### config.mk
export PLATFORM = sky130hd
export DESIGN_NAME = lik_sqrt
export DESIGN_NICKNAME = d
export VERILOG_FILES = /design/src/hw/rtl/lik_sqrt.sv
export SDC_FILE = /design/constraint.sdc
export NUM_CORES = 1
export LEC_CHECK = 0
export BUFFER_PORTS_ARGS = -buffer_cell sky130_fd_sc_hd__buf_2
export CORE_MARGIN = 5
export CORE_UTILIZATION = 50
export CTS_CLUSTER_DIAMETER = 50
export DETAILED_ROUTE_END_ITERATION = 12
export PLACE_DENSITY = 0.72
export REMOVE_ABC_BUFFERS = 1
export SETUP_SLACK_MARGIN = 0.1
export SLEW_MARGIN = 20
export SYNTH_ARGS = -nofsm -noshare
export SYNTH_HDL_FRONTEND = slang
export SYNTH_SLANG_ARGS = --single-unit
### constraint.sdc
create_clock -name i_clk -period 7.6 [get_ports i_clk]
set_input_delay 1.52 -clock i_clk [delete_from_list [all_inputs] [get_ports i_clk]]
set_output_delay 1.52 -clock i_clk [all_outputs]
set_load 0.005 [all_outputs]
### src/hw/rtl/lik_sqrt.sv
// ----------------------------------------------------------------------------
// lik_sqrt
// Pipelined integer square root rounded to nearest: one root bit per stage,
// then a rounding stage. Takes one radicand per cycle.
// ----------------------------------------------------------------------------
module lik_sqrt #(
    parameter int N = 16
) (
    input  logic           i_clk,
    input  logic [2*N-1:0] i_radicand,
    output logic [N:0]     o_root
);

    logic [2*N-1:0] w_rad_in [N];
    logic [N+1:0]   w_rem_in [N];
    logic [N-1:0]   w_q_in   [N];

    logic [2*N-1:0] r_rad [N];
    logic [N+1:0]   r_rem [N];
    logic [N-1:0]   r_q   [N];
    logic [N:0]     r_root;

    // Feed each stage from the one before
    always_comb begin
        w_rad_in[0] = i_radicand;
        w_rem_in[0] = '0;
        w_q_in[0]   = '0;
        for (int k = 1; k < N; k++) begin
            w_rad_in[k] = r_rad[k-1];
            w_rem_in[k] = r_rem[k-1];
            w_q_in[k]   = r_q[k-1];
        end
    end

    // Decide one root bit per stage
    for (genvar k = 0; k < N; k++) begin : g_stage
        logic [N+1:0] rem_sh;
        logic [N+1:0] trial;
        logic         ge;

        always_comb begin
            rem_sh = {w_rem_in[k][N-1:0], w_rad_in[k][2*N-1 -: 2]};
            trial  = {w_q_in[k], 2'b01};
            ge     = (rem_sh >= trial);
        end

        always_ff @(posedge i_clk) begin
            r_rem[k] <= ge ? (rem_sh - trial) : rem_sh;
            r_q[k]   <= {w_q_in[k][N-2:0], ge};
            r_rad[k] <= w_rad_in[k] << 2;
        end
    end

    // Round up when the remainder exceeds the root
    always_ff @(posedge i_clk) begin
        r_root <= (N+1)'(r_q[N-1]) + (N+1)'(r_rem[N-1] > (N+2)'(r_q[N-1]));
    end

    assign o_root = r_root;

endmodule

* Word level (Yosys, flattened, before mapping)
Memories as Yosys holds them, arrays and structs flattened.
Cells that the tools add are included.
** Storage, ports and cells
- Flip-flop bits (word level) :: 17
- Latch bits :: 0
- Bits in writable memories :: 1024
- Bits in read-only memories :: 0
- Word-level logic and storage cells :: 54
- Memories kept :: 3
** Memory list
- r_rad :: words 16, bits a word 30, rd ports 15, clocked after Yosys merged registers in 0, write ports 16, RTL line 18 : logic [2*N-1:0] r_rad [N];
- r_rem :: words 16, bits a word 18, rd ports 16, clocked after Yosys merged registers in 0, write ports 16, RTL line 19 : logic [N+1:0] r_rem [N];
- r_q :: words 16, bits a word 16, rd ports 16, clocked after Yosys merged registers in 0, write ports 16, RTL line 20 : logic [N-1:0] r_q [N];
** Cells by class
- Add/sub/neg operators :: 17
- $mul :: 0
- Div/mod/pow operators :: 0
- $lt $le $gt $ge :: 17
- Equality and inequality tests :: 0
- Shift operators :: 0
- Muxes and demuxes :: 16
- Bitwise logic cells :: 0
- Reductions and logical operators :: 0
** Operators by type and width (number)
- 18-bit 2-to-1 mux :: 16
- 18-bit greater-or-equal comparator :: 15
- 18-bit subtractor :: 15
- 18-bit by 16-bit > comparator with 1-bit output :: 1
- 16-bit by 1-bit adder with 17-bit output :: 1
- 2-bit by 1-bit subtractor with 3-bit output (second input constant) :: 1
- 2-bit by 1-bit greater-or-equal comparator with 1-bit output (second input constant) :: 1

* Depth between registers and ports, before layout
An unclocked memory read counts as a cell.
- Depth in word-level cells :: 3
- Depth in mapped cells :: 14
- Gate-level depth less buffers :: 14

* Least setup slack after synthesis
Ideal clock, no wire load.
- Path type :: reg2reg
- From :: memory r_q[13][0], in the netlist r_q[1][80]
- To :: memory r_rem[1][116] (netlist bit)
- Setup time :: 0.123 ns
- Arrival :: 2.415 ns
- Required time :: 7.477 ns
- Slack :: 5.062 ns
- Cell stages (with the launch flop) :: 10
- Buffers on the path :: 1
- Period minus slack after synthesis :: 2.538 ns
- Path through :: dfxtp_1 -> inv_1 -> ha_1 -> nor2b_1 -> o31a_1 -> o221a_2 -> a211o_1 -> o21ai_4 -> buf_6 -> mux2_1
** RTL lines (RTL line)
- start, declared :: 20
- end, declared :: 19

==> reports/results.txt <==
status: finished, final reports clean
port bufs: 49
Worst Slack Setup Final: 4377 ps
layout cells sized above 1: 10.57%
worst flop-to-flop path endpoint: o_root[13]$_DFF_P_
CP max-delay cell: a2111oi_0
design area: 27220 um2
chip width: 229.5 um
Pwr per Cell Area: 383.2 nW/um2
Post-DRT Antenna Nets: 0
Synth Area in Compound Gates: 12.34%
Seq/Total Area, Yosys: 52.78%
largest fanout on the critical path: 4
top post-synthesis cells by area: dfxtp_1 (53%), ha_1 (8.9%), xnor2_1 (3.9%)
Fin Setup TNS: 0 ps
Hold Slack: 310.5 ps
CP required: 8090 ps
Worst-Margin Slew: 1061 ps
WP buf/inv: 1
Max Clk Rate: 310.2 MHz
Hold Crit Depth: 0
cell taking the most area after synthesis: dfxtp_1
Hold Buf Count CTS: 0
Final Util: 57.00%
first-pass GRT wire length: 77670 um
crit path launch type: flop
H-tree levels: 3
DR vias/cell: 5.292
post-synthesis mux area share: 3.325%
WHS Endpoint: r_rad[0][142]$_DFF_P_
TritonCTS Buffers: 66
final layout net count: 2612
pre-CTS setup slack: 4430 ps
Die Ht: 229.5 um
CTS tree: built
critical path's largest stage delay: 830 ps
Filler cells: 3968
post-CTS setup buffer count: 0
initial antenna violation count: 2
delay-heaviest family, CP: compound AO/OA/AOI/OAI gates
GR Util All Layers: 17.51%
root cell of the clock tree: clkbuf_16
Critical Path End Type: flop
dpl cell area: 24980 um2
post-synthesis cell area: 24090 um2
XOR/XNOR share of the synthesized area: 6.472%
DRC Markers: 0
Clock Path Buffers: 3
top cell type's share of synthesized area: 52.78%
WL/cell: 15.22 um
most frequent cells in the layout: dfxtp_1 (635), inv_1 (197), ha_1 (172), nor2_1 (134), nand2_1 (131)
Cell Rows: 80
setup slack, reg-to-reg: 4380 ps
IO Pins: 50
RSZ-0062 raised after global routing: no
vias in the first global route: 16180
largest family of logic cells by synthesized area: compound AO/OA/AOI/OAI gates
post-synthesis adder-cell area fraction: 8.935%
clk sinks: 635
Setup Crit Path Kind: reg -> reg
Mapped Cells: 2321
max_slew headroom: 27.46%
Area growth syn-to-layout: 12.99%
Routed WL: 46820 um
Final Wtd Congestion: 0.8968
Clk pin slew, worst setup/hold paths: 60 ps
Synth cell types: 80
crit path launch: r_q[1][127]$_DFF_P_
first-pass iteration count of the detailed router: 6
Initial Utilization: 50.45%
fin crit period: 3223 ps
peak supply drop: 255.3 uV
post-DP HPWL: 35000 um
Hold Path Class: reg -> reg
Via Count: 16270
LEAKAGE: 12.57 nW
Post-synth ARST share: 0%
Post-synth EDFFs: 0
HP Start: r_rad[0][110]$_DFF_P_
commonest non-fill, non-tap cell in the layout: dfxtp_1
Final Skew: 20.57 ps
max_cap viols: 0
Die Footprint: 52660 um2
ys flop type: dfxtp_1
simple-gate share of the synthesized area: 12.34%
#FFs+latches synth: 635
ANT cells: 0
reg2reg path depth: 12
Critical R2R Launch: r_q[1][127]$_DFF_P_
insertion delay to the later sink of the worst-skew pair: 580 ps
largest net degree at the start of global routing: 23
worst-path cell chain: inv_1 -> ha_1 -> a2111oi_0 -> nand3b_1 -> a211oi_1 -> a21oi_1 -> ha_1 -> and3_1 -> and2_1 -> nor2b_1 -> nand2_1 -> xnor2_1
global route overflow: 0
# resized after CTS: 0
Iteration-0 DRC Markers: 793
Ys Warns: 0
Worst Path Arrival: 3720 ps
Final setup viols: 0
Crit path top cell by count: ha_1
Fin. Hold Viols: 0
syn avg cell area: 10.38 um2
core box area: 47750 um2
Tcrit/Tclk final: 42.41%
Slew Limit Fails: 0
==> power breakdown <==
group,total (W),internal (W),switching [W],leakage (nW)
Combinational,0.00276,0.00130,0.00146,6.15
Clock,0.00321,0.00193,0.00128,1.11
Sequential,0.00446,0.00402,0.000434,5.32
==> worst max-delay path by stage <==
stage / endpoint / slack [ps] / depth (start not counted)
global route: o_root[13]$_DFF_P_ / 4190 / 12
global placement: o_root[15]$_DFF_P_ / 4510 / 12
finish: o_root[13]$_DFF_P_ / 4380 / 12
CTS: o_root[13]$_DFF_P_ / 4410 / 12
detailed placement: o_root[13]$_DFF_P_ / 4430 / 12
floorplan: r_rem[1][57]$_DFF_P_ / 4410 / 7
==> layout make-up <==
type                       count  area (um2)  share of cell area, %
sequential                   635       12710                  46.71
multi-input combinational   1453       10490                  38.53
clock buffer                  90        1893                  6.956
tap                          615       769.5                  2.827
inverter                     198       743.2                  2.731
clock inverter                31       336.6                  1.237
timing repair buffer          53       275.3                  1.011
==> state kept, by name, indices dropped and copies added (netlist names) <==
| register | cells |
|---|---|
| r_rem | 242 |
| r_rad | 240 |
| r_q | 136 |
| o_root | 17 |
==> kinds of logic after synthesis <==
family          Yosys count
compound gates          450
flops                   635
fa+ha+maj               172
simple gates            580
xor+xnor                178
buf+inv                 233
mux                      72
other cells               1
==> per-layer routing <==
layer / vias up / share of wire (%) / global-route usage, %
met2: 326 / 48 / 30.12
met3: 97 / 4.4 / 3.146
met5: - / 0.028 / 0
li1: 8237 / - / -
met1: 7611 / 45 / 22.06
met4: 2 / 2.7 / 6.465
==> cell usage after synthesis, drive strengths merged, types with 26 or more instances <==
| cell | count |
|---|---|
| xnor2 | 106 |
| nand3 | 40 |
| xor2 | 72 |
| mux2 | 64 |
| nor3 | 65 |
| ha | 172 |
| inv | 197 |
| nor2 | 134 |
| nor2b | 28 |
| a211oi | 28 |
| nand4 | 26 |
| a21oi | 112 |
| nand2 | 131 |
| o21a | 49 |
| dfxtp | 635 |
| or3 | 32 |
| o21ai | 102 |
==> per-stage QoR <==
step	cells	power (W)
3_3_place_gp	2954	0.007169
3_5_place_dp	2954	0.007259
6_report	3075	0.01043
2_1_floorplan	2286	0.006541
4_1_cts	3075	0.01052
5_1_grt	3075	0.01108
Note: power is estimated with default switching activity, not from simulation.
